===== src/design/fus_pkg.sv =====
package fus_pkg;

    // field widths
    localparam int STATE_W = 4;
    localparam int TIME_W  = 27;
    localparam int CNT_W   = 8;
    localparam int SIZE_W  = 32;
    localparam int LEN_W   = 13;
    localparam int CFG_W   = 27;
    localparam int IDX_W   = 3;

    // parameter defaults
    localparam int CHUNK_BYTES_DEF  = 4096;
    localparam int MODE_POLL_MS_DEF = 2500;
    localparam int IDLE_POLL_MS_DEF = 24 * 60 * 60 * 1000;

    // register indexes
    localparam logic [IDX_W-1:0] REG_REQ_ATTEMPTS  = 3'd0;
    localparam logic [IDX_W-1:0] REG_REQ_INTERVAL  = 3'd1;
    localparam logic [IDX_W-1:0] REG_CHK_INTERVAL  = 3'd2;
    localparam logic [IDX_W-1:0] REG_MODE_TIMEOUT  = 3'd3;
    localparam logic [IDX_W-1:0] REG_UPD_PRESENT   = 3'd4;

    // register reset values
    localparam logic [CNT_W-1:0]  RST_REQ_ATTEMPTS = 8'd5;
    localparam logic [TIME_W-1:0] RST_REQ_INTERVAL = 27'd5000;
    localparam logic [TIME_W-1:0] RST_CHK_INTERVAL = 27'd60000;
    localparam logic [TIME_W-1:0] RST_MODE_TIMEOUT = 27'd120000;

    // sequencer state codes
    localparam logic [STATE_W-1:0] S_UNAVAIL  = 4'd0;
    localparam logic [STATE_W-1:0] S_INITIAL  = 4'd1;
    localparam logic [STATE_W-1:0] S_REPORT   = 4'd2;
    localparam logic [STATE_W-1:0] S_CHECK    = 4'd3;
    localparam logic [STATE_W-1:0] S_AVAIL    = 4'd4;
    localparam logic [STATE_W-1:0] S_REQMODE  = 4'd5;
    localparam logic [STATE_W-1:0] S_CHKMODE  = 4'd6;
    localparam logic [STATE_W-1:0] S_BEGIN    = 4'd7;
    localparam logic [STATE_W-1:0] S_RETRIEVE = 4'd8;
    localparam logic [STATE_W-1:0] S_STORE    = 4'd9;
    localparam logic [STATE_W-1:0] S_FINAL    = 4'd10;
    localparam logic [STATE_W-1:0] S_LEAVE    = 4'd11;
    localparam logic [STATE_W-1:0] S_DELETE   = 4'd12;
    localparam logic [STATE_W-1:0] S_EXEC     = 4'd13;

    // operation codes
    localparam logic OP_TICK = 1'b0;
    localparam logic OP_POLL = 1'b1;

    typedef struct packed {
        logic              operation;
        logic              force_req;
        logic              action_ok;
        logic              image_ready;
        logic              image_same_version;
        logic [SIZE_W-1:0] image_length;
    } in_word_t;

    typedef struct packed {
        logic [STATE_W-1:0] current_state;
        logic               state_ran;
        logic [TIME_W-1:0]  wait_ms;
        logic [SIZE_W-1:0]  fetch_offset;
        logic [LEN_W-1:0]   fetch_length;
        logic               discard_flag;
        logic               transferred_flag;
        logic               execute_pulse;
        logic [CNT_W-1:0]   attempts_used;
    } out_word_t;

endpackage


===== src/design/firmware_update_sequencer.sv =====
// Firmware update sequencer.
// Input channel (in_valid / in_stall) carries one word per tick or poll:
// operation 0 is a one millisecond tick that only counts the timers down,
// operation 1 is a poll that runs the current state when it is new, forced
// or its retry wait has run out. Each input word gives exactly one output
// word on the output channel (out_valid / out_stall) with the state after
// the step, the remaining wait, the fetch window and the image flags.
// A word is held in the input register, then passes through the state
// update into the output register. Throughput is one word per cycle while
// the output is not stalled; the state update reads the state registers directly.
// Configuration (cfg_write / cfg_index / cfg_data) writes a register at the
// clock edge; write only while no word is in flight. Indexes past the last
// register are ignored.
// Reset (rst_n low, asynchronous) puts the sequencer in the initial state
// marked as new, loads the register defaults and empties both stages.
// A stall on the output holds the output word; the input register then
// fills and in_stall rises until the output word is taken.
module firmware_update_sequencer #(
    parameter int CHUNK_BYTES  = fus_pkg::CHUNK_BYTES_DEF,
    parameter int MODE_POLL_MS = fus_pkg::MODE_POLL_MS_DEF,
    parameter int IDLE_POLL_MS = fus_pkg::IDLE_POLL_MS_DEF
) (
    input  logic                         clk,
    input  logic                         rst_n,

    input  logic                         cfg_write,
    input  logic [fus_pkg::IDX_W-1:0]    cfg_index,
    input  logic [fus_pkg::CFG_W-1:0]    cfg_data,

    input  logic                         in_valid,
    output logic                         in_stall,
    input  logic                         operation,
    input  logic                         force_req,
    input  logic                         action_ok,
    input  logic                         image_ready,
    input  logic                         image_same_version,
    input  logic [fus_pkg::SIZE_W-1:0]   image_length,

    output logic                         out_valid,
    input  logic                         out_stall,
    output logic [fus_pkg::STATE_W-1:0]  current_state,
    output logic                         state_ran,
    output logic [fus_pkg::TIME_W-1:0]   wait_ms,
    output logic [fus_pkg::SIZE_W-1:0]   fetch_offset,
    output logic [fus_pkg::LEN_W-1:0]    fetch_length,
    output logic                         discard_flag,
    output logic                         transferred_flag,
    output logic                         execute_pulse,
    output logic [fus_pkg::CNT_W-1:0]    attempts_used
);
    import fus_pkg::*;

    localparam logic [SIZE_W-1:0] CHUNK_W32 = SIZE_W'(CHUNK_BYTES);
    localparam logic [TIME_W-1:0] MODE_POLL = TIME_W'(MODE_POLL_MS);
    localparam logic [TIME_W-1:0] IDLE_POLL = TIME_W'(IDLE_POLL_MS);

    // chunk length for a given remainder, min(chunk, left) cut to port width
    function automatic logic [LEN_W-1:0] chunk_of(input logic [SIZE_W-1:0] left);
        logic [SIZE_W-1:0] m;
        m = (left > CHUNK_W32) ? CHUNK_W32 : left;
        return m[LEN_W-1:0];
    endfunction

    // ---------------- configuration registers ----------------
    logic [CNT_W-1:0]  req_attempts_reg;
    logic [TIME_W-1:0] req_interval_reg;
    logic [TIME_W-1:0] chk_interval_reg;
    logic [TIME_W-1:0] mode_timeout_reg;
    logic              upd_present_reg;

    always_ff @(posedge clk or negedge rst_n)
    begin
        if (!rst_n)
        begin
            req_attempts_reg <= RST_REQ_ATTEMPTS;
            req_interval_reg <= RST_REQ_INTERVAL;
            chk_interval_reg <= RST_CHK_INTERVAL;
            mode_timeout_reg <= RST_MODE_TIMEOUT;
            upd_present_reg  <= 1'b1;
        end
        else if (cfg_write)
        begin
            unique case (cfg_index)
                REG_REQ_ATTEMPTS: req_attempts_reg <= cfg_data[CNT_W-1:0];
                REG_REQ_INTERVAL: req_interval_reg <= cfg_data[TIME_W-1:0];
                REG_CHK_INTERVAL: chk_interval_reg <= cfg_data[TIME_W-1:0];
                REG_MODE_TIMEOUT: mode_timeout_reg <= cfg_data[TIME_W-1:0];
                REG_UPD_PRESENT:  upd_present_reg  <= cfg_data[0];
                default:          ;
            endcase
        end
    end

    // ---------------- input register ----------------
    logic     in_valid_reg;
    in_word_t in_word_reg;
    logic     fire;
    logic     out_valid_reg;

    // process the held word whenever the output register is free or draining
    assign fire     = in_valid_reg && (!out_valid_reg || !out_stall);
    assign in_stall = in_valid_reg && !fire;

    always_ff @(posedge clk or negedge rst_n)
    begin
        if (!rst_n)
        begin
            in_valid_reg <= 1'b0;
        end
        else if (!in_stall)
        begin
            in_valid_reg <= in_valid;
        end
    end

    always_ff @(posedge clk)
    begin
        if (in_valid && !in_stall)
        begin
            in_word_reg <= '{operation, force_req, action_ok, image_ready,
                             image_same_version, image_length};
        end
    end

    // ---------------- sequencer state ----------------
    logic [STATE_W-1:0] state_reg,     state_next;
    logic               new_flag_reg,  new_flag_next;
    logic [CNT_W-1:0]   limit_reg,     limit_next;
    logic [CNT_W-1:0]   retry_reg,     retry_next;
    logic [TIME_W-1:0]  next_dur_reg,  next_dur_next;
    logic [TIME_W-1:0]  next_rem_reg,  next_rem_next;
    logic [TIME_W-1:0]  tmo_dur_reg,   tmo_dur_next;
    logic [TIME_W-1:0]  tmo_rem_reg,   tmo_rem_next;
    logic [SIZE_W-1:0]  size_reg,      size_next;
    logic [SIZE_W-1:0]  offset_reg,    offset_next;
    // bytes left, image size minus offset clipped at zero, kept alongside
    logic [SIZE_W-1:0]  left_reg,      left_next;
    logic [LEN_W-1:0]   chunk_reg,     chunk_next;
    logic               done_reg,      done_next;
    logic               discard_reg,   discard_next;

    logic               ran;
    logic               pulse;
    logic               go_en;
    logic [STATE_W-1:0] go_tgt;
    logic               retry_en;
    logic [STATE_W-1:0] retry_tgt;
    logic               fail;
    logic [CNT_W-1:0]   retry_inc;
    logic               avail;
    logic [SIZE_W-1:0]  offset_sum;
    in_word_t           w;

    assign w          = in_word_reg;
    assign retry_inc  = retry_reg + CNT_W'(1);
    assign offset_sum = offset_reg + SIZE_W'(chunk_reg);

    always_comb
    begin
        state_next    = state_reg;
        new_flag_next = new_flag_reg;
        limit_next    = limit_reg;
        retry_next    = retry_reg;
        next_dur_next = next_dur_reg;
        next_rem_next = next_rem_reg;
        tmo_dur_next  = tmo_dur_reg;
        tmo_rem_next  = tmo_rem_reg;
        size_next     = size_reg;
        offset_next   = offset_reg;
        left_next     = left_reg;
        chunk_next    = chunk_reg;
        done_next     = done_reg;
        discard_next  = discard_reg;
        ran           = 1'b0;
        pulse         = 1'b0;
        go_en         = 1'b0;
        go_tgt        = state_reg;
        retry_en      = 1'b0;
        retry_tgt     = state_reg;
        fail          = 1'b0;
        avail         = 1'b0;

        if (w.operation == OP_TICK)
        begin
            if (next_rem_reg != '0)
                next_rem_next = next_rem_reg - TIME_W'(1);
            if (tmo_rem_reg != '0)
                tmo_rem_next = tmo_rem_reg - TIME_W'(1);
        end
        else if (new_flag_reg || w.force_req || next_rem_reg == '0)
        begin
            new_flag_next = 1'b0;
            ran           = 1'b1;
            unique case (state_reg)
                S_UNAVAIL:
                begin
                    go_en  = 1'b1;
                    go_tgt = S_UNAVAIL;
                end
                S_INITIAL:
                begin
                    go_en  = 1'b1;
                    go_tgt = upd_present_reg ? S_REPORT : S_UNAVAIL;
                end
                S_REPORT:
                begin
                    go_en     = w.action_ok;
                    go_tgt    = S_CHECK;
                    retry_en  = !w.action_ok;
                    retry_tgt = S_REPORT;
                end
                S_CHECK:
                begin
                    if (w.action_ok && w.image_ready)
                    begin
                        size_next = w.image_length;
                        left_next = (offset_reg > w.image_length) ? '0
                                    : w.image_length - offset_reg;
                        avail     = !w.image_same_version && w.image_length != '0;
                    end
                    else
                    begin
                        size_next = '0;
                        left_next = '0;
                    end
                    go_en     = avail;
                    go_tgt    = S_AVAIL;
                    retry_en  = !avail;
                    retry_tgt = S_CHECK;
                end
                S_AVAIL:
                begin
                    go_en  = 1'b1;
                    go_tgt = S_REQMODE;
                end
                S_REQMODE:
                begin
                    go_en     = w.action_ok;
                    go_tgt    = S_CHKMODE;
                    retry_en  = !w.action_ok;
                    retry_tgt = S_CHECK;
                end
                S_CHKMODE:
                begin
                    go_en     = w.action_ok;
                    go_tgt    = S_BEGIN;
                    retry_en  = !w.action_ok;
                    retry_tgt = S_CHECK;
                end
                S_BEGIN:
                begin
                    done_next = 1'b0;
                    go_en     = 1'b1;
                    if (w.action_ok)
                    begin
                        discard_next = 1'b0;
                        offset_next  = '0;
                        left_next    = size_reg;
                        go_tgt       = S_RETRIEVE;
                    end
                    else
                    begin
                        discard_next = 1'b1;
                        go_tgt       = S_LEAVE;
                    end
                end
                S_RETRIEVE:
                begin
                    chunk_next = w.action_ok ? chunk_of(left_reg) : '0;
                    go_en      = w.action_ok;
                    go_tgt     = S_STORE;
                    retry_en   = !w.action_ok;
                    retry_tgt  = S_LEAVE;
                end
                S_STORE:
                begin
                    chunk_next = '0;
                    go_en      = 1'b1;
                    if (w.action_ok)
                    begin
                        // chunk never exceeds the bytes left, so no underflow
                        offset_next = offset_sum;
                        left_next   = left_reg - SIZE_W'(chunk_reg);
                        go_tgt      = (size_reg != '0 && offset_sum == size_reg)
                                      ? S_FINAL : S_RETRIEVE;
                    end
                    else
                    begin
                        go_tgt = S_LEAVE;
                    end
                end
                S_FINAL:
                begin
                    if (w.action_ok)
                    begin
                        done_next    = 1'b1;
                        discard_next = 1'b1;
                    end
                    go_en  = 1'b1;
                    go_tgt = S_LEAVE;
                end
                S_LEAVE:
                begin
                    go_en     = w.action_ok;
                    go_tgt    = (done_reg || discard_reg) ? S_DELETE : S_CHECK;
                    retry_en  = !w.action_ok;
                    retry_tgt = S_LEAVE;
                end
                S_DELETE:
                begin
                    go_en     = !discard_reg || w.action_ok;
                    go_tgt    = done_reg ? S_EXEC : S_CHECK;
                    retry_en  = !go_en;
                    retry_tgt = S_DELETE;
                end
                S_EXEC:
                begin
                    pulse  = 1'b1;
                    go_en  = 1'b1;
                    go_tgt = S_CHECK;
                end
                default:
                begin
                    go_en  = 1'b1;
                    go_tgt = S_INITIAL;
                end
            endcase

            // failed attempt: timeout first, then the attempt count
            if (retry_en)
            begin
                if (tmo_dur_reg != '0 && tmo_rem_reg == '0)
                begin
                    fail = 1'b1;
                end
                else if (limit_reg != '0)
                begin
                    retry_next = retry_inc;
                    fail       = (retry_inc >= limit_reg);
                end
                if (fail)
                begin
                    go_en  = 1'b1;
                    go_tgt = retry_tgt;
                end
                else
                begin
                    next_rem_next = next_dur_reg;
                end
            end

            // state entry loads the per-state limit, interval and timeout
            if (go_en)
            begin
                new_flag_next = (go_tgt != state_reg);
                state_next    = go_tgt;
                retry_next    = '0;
                if (go_tgt == S_UNAVAIL)
                begin
                    limit_next    = '0;
                    next_dur_next = IDLE_POLL;
                    tmo_dur_next  = '0;
                end
                else if (go_tgt == S_CHECK)
                begin
                    limit_next    = '0;
                    next_dur_next = chk_interval_reg;
                    tmo_dur_next  = '0;
                end
                else if (go_tgt == S_CHKMODE)
                begin
                    limit_next    = '0;
                    next_dur_next = MODE_POLL;
                    tmo_dur_next  = mode_timeout_reg;
                end
                else
                begin
                    limit_next    = req_attempts_reg;
                    next_dur_next = req_interval_reg;
                    tmo_dur_next  = '0;
                end
                next_rem_next = next_dur_next;
                tmo_rem_next  = tmo_dur_next;
            end
        end
    end

    always_ff @(posedge clk or negedge rst_n)
    begin
        if (!rst_n)
        begin
            state_reg    <= S_INITIAL;
            new_flag_reg <= 1'b1;
            limit_reg    <= '0;
            retry_reg    <= '0;
            next_dur_reg <= '0;
            next_rem_reg <= '0;
            tmo_dur_reg  <= '0;
            tmo_rem_reg  <= '0;
            size_reg     <= '0;
            offset_reg   <= '0;
            left_reg     <= '0;
            chunk_reg    <= '0;
            done_reg     <= 1'b0;
            discard_reg  <= 1'b0;
        end
        else if (fire)
        begin
            state_reg    <= state_next;
            new_flag_reg <= new_flag_next;
            limit_reg    <= limit_next;
            retry_reg    <= retry_next;
            next_dur_reg <= next_dur_next;
            next_rem_reg <= next_rem_next;
            tmo_dur_reg  <= tmo_dur_next;
            tmo_rem_reg  <= tmo_rem_next;
            size_reg     <= size_next;
            offset_reg   <= offset_next;
            left_reg     <= left_next;
            chunk_reg    <= chunk_next;
            done_reg     <= done_next;
            discard_reg  <= discard_next;
        end
    end

    // ---------------- output register ----------------
    out_word_t out_word_reg;

    always_ff @(posedge clk or negedge rst_n)
    begin
        if (!rst_n)
        begin
            out_valid_reg <= 1'b0;
        end
        else if (!out_valid_reg || !out_stall)
        begin
            out_valid_reg <= in_valid_reg;
        end
    end

    always_ff @(posedge clk)
    begin
        if (fire)
        begin
            out_word_reg <= '{state_next, ran, next_rem_next, offset_next,
                              chunk_of(left_next), discard_next, done_next,
                              pulse, retry_next};
        end
    end

    assign out_valid        = out_valid_reg;
    assign current_state    = out_word_reg.current_state;
    assign state_ran        = out_word_reg.state_ran;
    assign wait_ms          = out_word_reg.wait_ms;
    assign fetch_offset     = out_word_reg.fetch_offset;
    assign fetch_length     = out_word_reg.fetch_length;
    assign discard_flag     = out_word_reg.discard_flag;
    assign transferred_flag = out_word_reg.transferred_flag;
    assign execute_pulse    = out_word_reg.execute_pulse;
    assign attempts_used    = out_word_reg.attempts_used;

`ifndef NO_ASSERTIONS
    // bytes-left tracker never exceeds the image size
    a_left_bound: assert property (@(posedge clk) disable iff (!rst_n)
        left_reg <= size_reg)
        else $error("bytes left exceeds image size");

    // a tick moves timers only
    a_tick_keeps_state: assert property (@(posedge clk) disable iff (!rst_n)
        fire && w.operation == OP_TICK |=> state_reg == $past(state_reg))
        else $error("tick changed the sequencer state");

    // counted attempts stay below a nonzero limit
    a_retry_bound: assert property (@(posedge clk) disable iff (!rst_n)
        limit_reg != '0 |-> retry_reg < limit_reg)
        else $error("attempt count reached the limit without leaving");

    // execute always hands over to the check state
    a_exec_exit: assert property (@(posedge clk) disable iff (!rst_n)
        out_valid && execute_pulse |-> state_ran && current_state == S_CHECK)
        else $error("execute word with wrong follow-up state");
`endif

endmodule


===== config.mk =====
export PLATFORM = sky130hd
export DESIGN_NAME = firmware_update_sequencer
export DESIGN_NICKNAME = d
export VERILOG_FILES = /design/src/design/fus_pkg.sv /design/src/design/firmware_update_sequencer.sv
export SDC_FILE = /design/constraint.sdc
export NUM_CORES = 1
export LEC_CHECK = 0
export ABC_AREA = 1
export ABC_CLOCK_PERIOD_IN_PS = 4870
export BUFFER_PORTS_ARGS = -buffer_cell sky130_fd_sc_hd__buf_2
export CAP_MARGIN = 5
export CORE_MARGIN = 2
export CORE_UTILIZATION = 62
export DETAILED_ROUTE_END_ITERATION = 16
export GPL_TIMING_DRIVEN = 0
export PLACE_DENSITY = 0.78
export SLEW_MARGIN = 20
export SYNTH_ARGS = -nofsm -noshare
export SYNTH_HDL_FRONTEND = slang
export SYNTH_SLANG_ARGS = --single-unit

===== constraint.sdc =====
create_clock -name clk -period 4.87 [get_ports clk]
set_input_delay 0.487 -clock clk [delete_from_list [all_inputs] [get_ports clk]]
set_output_delay 0.487 -clock clk [all_outputs]
set_load 0.01 [all_outputs]

==> results_dict.tcl, run 1 <==
set metrics [dict create \
    status "finished clean" \
    wl_per_cell_um 21.4 \
    clock.fmax_ghz 0.225 \
    die_h_um 213 \
    setup_viol 0 \
    crit_required_ps 5220 \
    seq_area_frac_synth_pct 44.9 \
    rsz0062_at_grt "no" \
    largest_reg_flops 37 \
    hold_class "input port to flip-flop" \
    p_leak_nw 14.3 \
    cts_tree "built" \
    slowest_delay_ps 400 \
    skew_ps 19.4 \
    syn_inst 3510 \
    synth_nets 3655 \
    cp_num_buf_inv 3 \
    n_antenna_cell 0 \
    die_x_um 213 \
    grt_start_max_net_pins 100 \
    critical_path_class "flip-flop to flip-flop" \
    clk_pin_slew_ps 60 \
    synth-main-ff-cell "dfrtp_1" \
    synth_area_leaders "dfrtp_1 29%, edfxtp_1 14%, nand2_1 12%, o21ai_0 6.3%, inv_1 5.9%" \
    port_buffers 161 \
    vias_per_cell 6.06 \
    hold_violations 0 \
    seq_area_um2 12100 \
    postRouteAntennaNets 0 \
    rows 76 \
    cellPowerDensity_nw_per_um2 603 \
    gp_congestion 1.04 \
    synthTopCellsByCount "892 x nand2_1, 426 x inv_1, 342 x o21ai_0, 331 x nor2_1, 308 x dfrtp_1" \
    antenna_found_initial 3 \
    cts_made_buffers 48 \
    ys_ff_latch 457 \
    yosysMostFrequentCell "nand2_1" \
    drive_gt1_share_pct 10.4 \
    synth_edf_count 125 \
    multi_input_area_um2 12600 \
    path_depth 28 \
    final_nets 3872 \
    crit_family "simple AND/OR/NAND/NOR gates" \
    hold_depth 1 \
    crit_path_frequent_cell "nand2_1" \
    grt_pass1_wl_mm 141 \
    ys_warn_count 0 \
    die_area_um2 45200 \
    core_region_area_um2 43000 \
    nFillCells 3518 \
    drt-initial-drc-count 3133 \
    setup_tns_ps 0 \
    num_vias 26372 \
    grt_overflow 0 \
    setup.worst_path.start_class "flip-flop" \
    fin_crit_sh_pct 91.2 \
    drc_errors 0 \
    dr.pass1.iters 12 \
    synth_cell_types 68 \
    rr_worst_depth 28 \
    syn_to_final_growth_pct 12.6 \
    netlist_area_um2 27000 \
    synth_top_area_cell "dfrtp_1" \
    worst_ir_drop_vdd_uv 409 \
    crit_slowest_cell "dfrtp_1" \
    cts_max_level 2 \
    start_util_pct 62.7 \
    drt-total-wl_mm 93.3 \
    cts_root_buffer "clkbuf_16" \
    grt_usage_pct 41.4 \
    relSlewSlack_pct 18.5 \
    grt_pass1_vias 25348 \
    worstPathMaxFanout 10 \
    syn_avg_cell_area_um2 7.68 \
    finalCriticalPeriod_ps 4440 \
    numClockSinks 457 \
    netlist.area_leader.share_pct 28.6 \
    worst_pin_slew_ps 1220 \
    async_flop_share_pct 72.6 \
    worstSkewPairLatency_ps 630 \
    cp.arrival_ps 4790 \
    cap_viol_max_count 0 \
    num_io_pins 162 \
    cts.path.max_buffers 3 \
    dpl.hpwl_mm 70.6 \
    end_kind "flip-flop" \
    slew_viol_final 0 \
    fin_util_pct 70.6 \
]
## worst paths after layout
kind                                        from              end  slack [ps]
worst min-delay path            image_length[26]  in_word_reg[26]          40
min in group asynchronous                  rst_n    offset_reg[4]         440
max in group asynchronous                  rst_n     new_flag_reg        3050
worst max-delay path               offset_reg[0]       wait_ms[5]         430
worst max register to register     offset_reg[0]       wait_ms[5]         430
worst min register to register      in_valid_reg        out_valid         470
## logic make-up after synthesis
logic type	after synthesis	share of synthesized area (%)
adder cells (fa/ha/maj)	73	3.47
multiplexers	3	0.121
flip-flops	457	44.9
buffers and inverters	577	8.38
XOR/XNOR	75	2.74
AO/OA/AOI/OAI	707	14.9
AND/OR/NAND/NOR	1618	25.5
## per-layer routing
metal / routed length (um) / GRT usage, % / vias up
li1: - / - / 12067
met1: 34300 / 49.2 / 12412
met2: 43100 / 67.8 / 1481
met3: 7780 / 7.16 / 408
met4: 8060 / 30.8 / 4
met5: 33 / 0 / -
## cells in the final DEF (no fill, tap or decap), drive strengths merged, types with 13 or more instances in the layout
cell type	instances
nand4	44
a22oi	13
dfstp	24
xor2	46
a31oi	17
nor2	343
o22ai	66
clkbuf	150
inv	445
nand3	234
nand2	912
ha	70
o21ai	377
xnor2	23
nor3	43
o211ai	20
edfxtp	125
nor4	15
nand3b	14
dfrtp	308
a21oi	142
clkinv	22
buf	208
## power by group
| part | internal, mW | switching (mW) | leakage (nW) | total (mW) |
|---|---|---|---|---|
| clock | 2.31 | 1.63 | 0.821 | 3.94 |
| combinational | 2.73 | 5.63 | 8.05 | 8.36 |
| sequential | 5.06 | 0.937 | 5.47 | 6.00 |
## stage by stage
stage	power, mW	std cells	cell area (um2)	hold slack [ps]	setup slack (ps)
global route	19.4	4352	30300	20.6	76.2
detailed placement	14.1	4261	28600	450	453
CTS	18.1	4352	30300	21.8	416
finish	18.3	4352	30300	36.6	428
global placement	13.8	4256	28500	440	-3010
floorplan	11.5	3510	27000	191	1280
## timing repair
| item | in CTS | in global routing |
|---|---|---|
| endpoints found under the setup margin | 0 | 6 |
| hold buffers | 1 | 0 |
| endpoints found under the hold margin | 75 | 0 |
| resized for setup | 0 | 1 |
| buffers inserted | 0 | 0 |
## area by class of cell
cell class	count	share of cell area (%)
flip-flops and latches	457	39.8
inverters	448	5.55
well taps	585	2.41
repair buffers	167	3.15
clock inverters	27	1.19
multi-input cells	2476	41.6
clock buffers	63	4.38
plain buffers	129	1.92
(Power assumes the default switching activity.)
==> inputs of run 2 (changes only) <==
- MAX_ROUTING_LAYER: not set -> met4
==> results_dict.tcl, run 2 (same netlist as run 1, synthesis figures left out) <==
set metrics [dict create \
    p_sw_share_pct 45.1 \
    rows 76 \
    rsz0062_at_grt "no" \
    switching_power_mw 8.17 \
    cts.path.max_buffers 3 \
    grt_start_max_net_pins 102 \
    clk_pin_slew_ps 60 \
    vias_per_cell 6.08 \
    relSlewSlack_pct 14.0 \
    drive_gt1_share_pct 10.5 \
    cts_max_level 2 \
    cellPowerDensity_nw_per_um2 599 \
    finalCriticalPeriod_ps 4580 \
    cts_root_buffer "clkbuf_16" \
    rr_worst_depth 27 \
    combPwrFrac_pct 46.1 \
    worstSkewPairLatency_ps 620 \
    core_region_area_um2 43000 \
    final_common_cell "nand2_1" \
    hold_violations 0 \
    r2r_start "retry_reg[1]" \
    skew_ps 36.2 \
    hold_class "input port to flip-flop" \
    crit_slowest_cell "dfrtp_1" \
    rr_endpoint "wait_ms[4]" \
    cap_viol_max_count 0 \
    finalHoldWorstSlack_ps 35.9 \
    cts_tree "built" \
    numClockSinks 457 \
    die_x_um 213 \
    hold_depth 1 \
    cp.arrival_ps 4940 \
    worstHoldEndpoint "in_word_reg[29]" \
    antenna_found_initial 2 \
    grt_pass1_vias 25432 \
    drt-total-wl_mm 93.6 \
    worstPathMaxFanout 10 \
    die_area_um2 45200 \
    slew_viol_final 0 \
    largest_reg_flops 37 \
    slowest_delay_ps 420 \
    num_vias 26489 \
    dr.pass1.iters 8 \
    grt_overflow 0 \
    hold_start "image_length[29]" \
    num_io_pins 162 \
    port_buffers 161 \
    p_leak_nw 14.3 \
    grt_pass1_wl_mm 142 \
    worst_pin_slew_ps 1290 \
    fin_crit_sh_pct 94.0 \
    drt-initial-drc-count 2951 \
    start_util_pct 62.7 \
    die_h_um 213 \
    worst_ir_drop_vdd_uv 470 \
    syn_to_final_growth_pct 12.3 \
    setup_tns_ps 0 \
    setup.worst_path.start_class "flip-flop" \
    dpl.hpwl_mm 71.0 \
    pwr-share-clk_pct 20.9 \
    cts_made_buffers 48 \
    end_kind "flip-flop" \
    drc_errors 0 \
    fin_util_pct 70.5 \
    critical_path_class "flip-flop to flip-flop" \
    final_nets 3872 \
    setup_viol 0 \
    status "finished clean" \
    grt_usage_pct 42.7 \
    power.total_mw 18.1 \
    gp_congestion 1.06 \
    postRouteAntennaNets 0 \
    cts_setup_buffers 0 \
    r2r_setup_slack_ps 290 \
    cell_internal_pwr_mw 9.96 \
    clock.fmax_ghz 0.218 \
    p_seq_share_pct 33.1 \
    final_cell_mix "892 x nand2_1, 425 x inv_1, 342 x o21ai_0, 328 x nor2_1, 308 x dfrtp_1" \
    crit_required_ps 5230 \
    wl_per_cell_um 21.5 \
]
## run 2: through the flow
step / cells / setup slack (ps) / area [um2]
finish: 4354 / 291 / 30300
global route: 4353 / 41.0 / 30300
CTS: 4351 / 369 / 30300
detailed placement: 4261 / 417 / 28600
global placement: 4256 / -3060 / 28500
floorplan: 3510 / 1280 / 27000
## run 2: power groups by stage
stage                     Combinational, mW  Clock [mW]  Sequential, mW
after floorplan                        5.75           0            5.77
after global placement                 7.83           0            5.96
after detailed placement               8.08           0            5.99
after CTS                              8.16        3.79            5.94
after global routing                   9.23        3.92            6.07
final                                  8.35        3.79            5.99
## run 2: how the worst max path moves through the flow
stage                 start          endpoint  cells past startpoint
2_1_floorplan  retry_reg[2]       wait_ms[24]                     27
3_3_place_gp          rst_n  next_rem_reg[23]                      1
3_5_place_dp   retry_reg[1]    tmo_rem_reg[2]                     28
4_1_cts        retry_reg[1]    tmo_rem_reg[2]                     28
5_1_grt        retry_reg[1]   next_rem_reg[5]                     30
6_report       retry_reg[1]        wait_ms[4]                     27
## run 2: worst max-delay path, delay by kind of cell, from the launching register on
kind                       cells  cell delay (ps)
AOI/OAI and AO/OA              3              370
DFF                            1              420
adders and majority gates      1              300
and+or+nand+nor               16             2310
xor gates and xnor gates       1              180
buffers and inverters          6              720
## run 2: timing repair
action | CTS | global route
setup endpoints to repair | 0 | 6
hold endpoints to repair | 59 | 0
gates resized for setup | 0 | 2
hold buffers | 1 | 0
## run 2: final cells by class
cell class                 instances  area, um2
antenna                            3       7.51
clock inverter                    24        262
clock buffer                      65       1360
fill                            3452      12700
multi-input combinational       2476      12600
tap                              585        732
buffer                           129        582
timing repair buffer             167        956
inverter                         448       1680
sequential                       457      12100
## run 2: per-layer routing
layer | wire, um | vias up | track usage (%)
met2 | 43600 | 1576 | 68.2
met1 | 34600 | 12447 | 49.6
met3 | 7560 | 412 | 6.17
met5 | 0 | - | -
met4 | 7810 | 0 | 30.4
li1 | - | 12054 | -
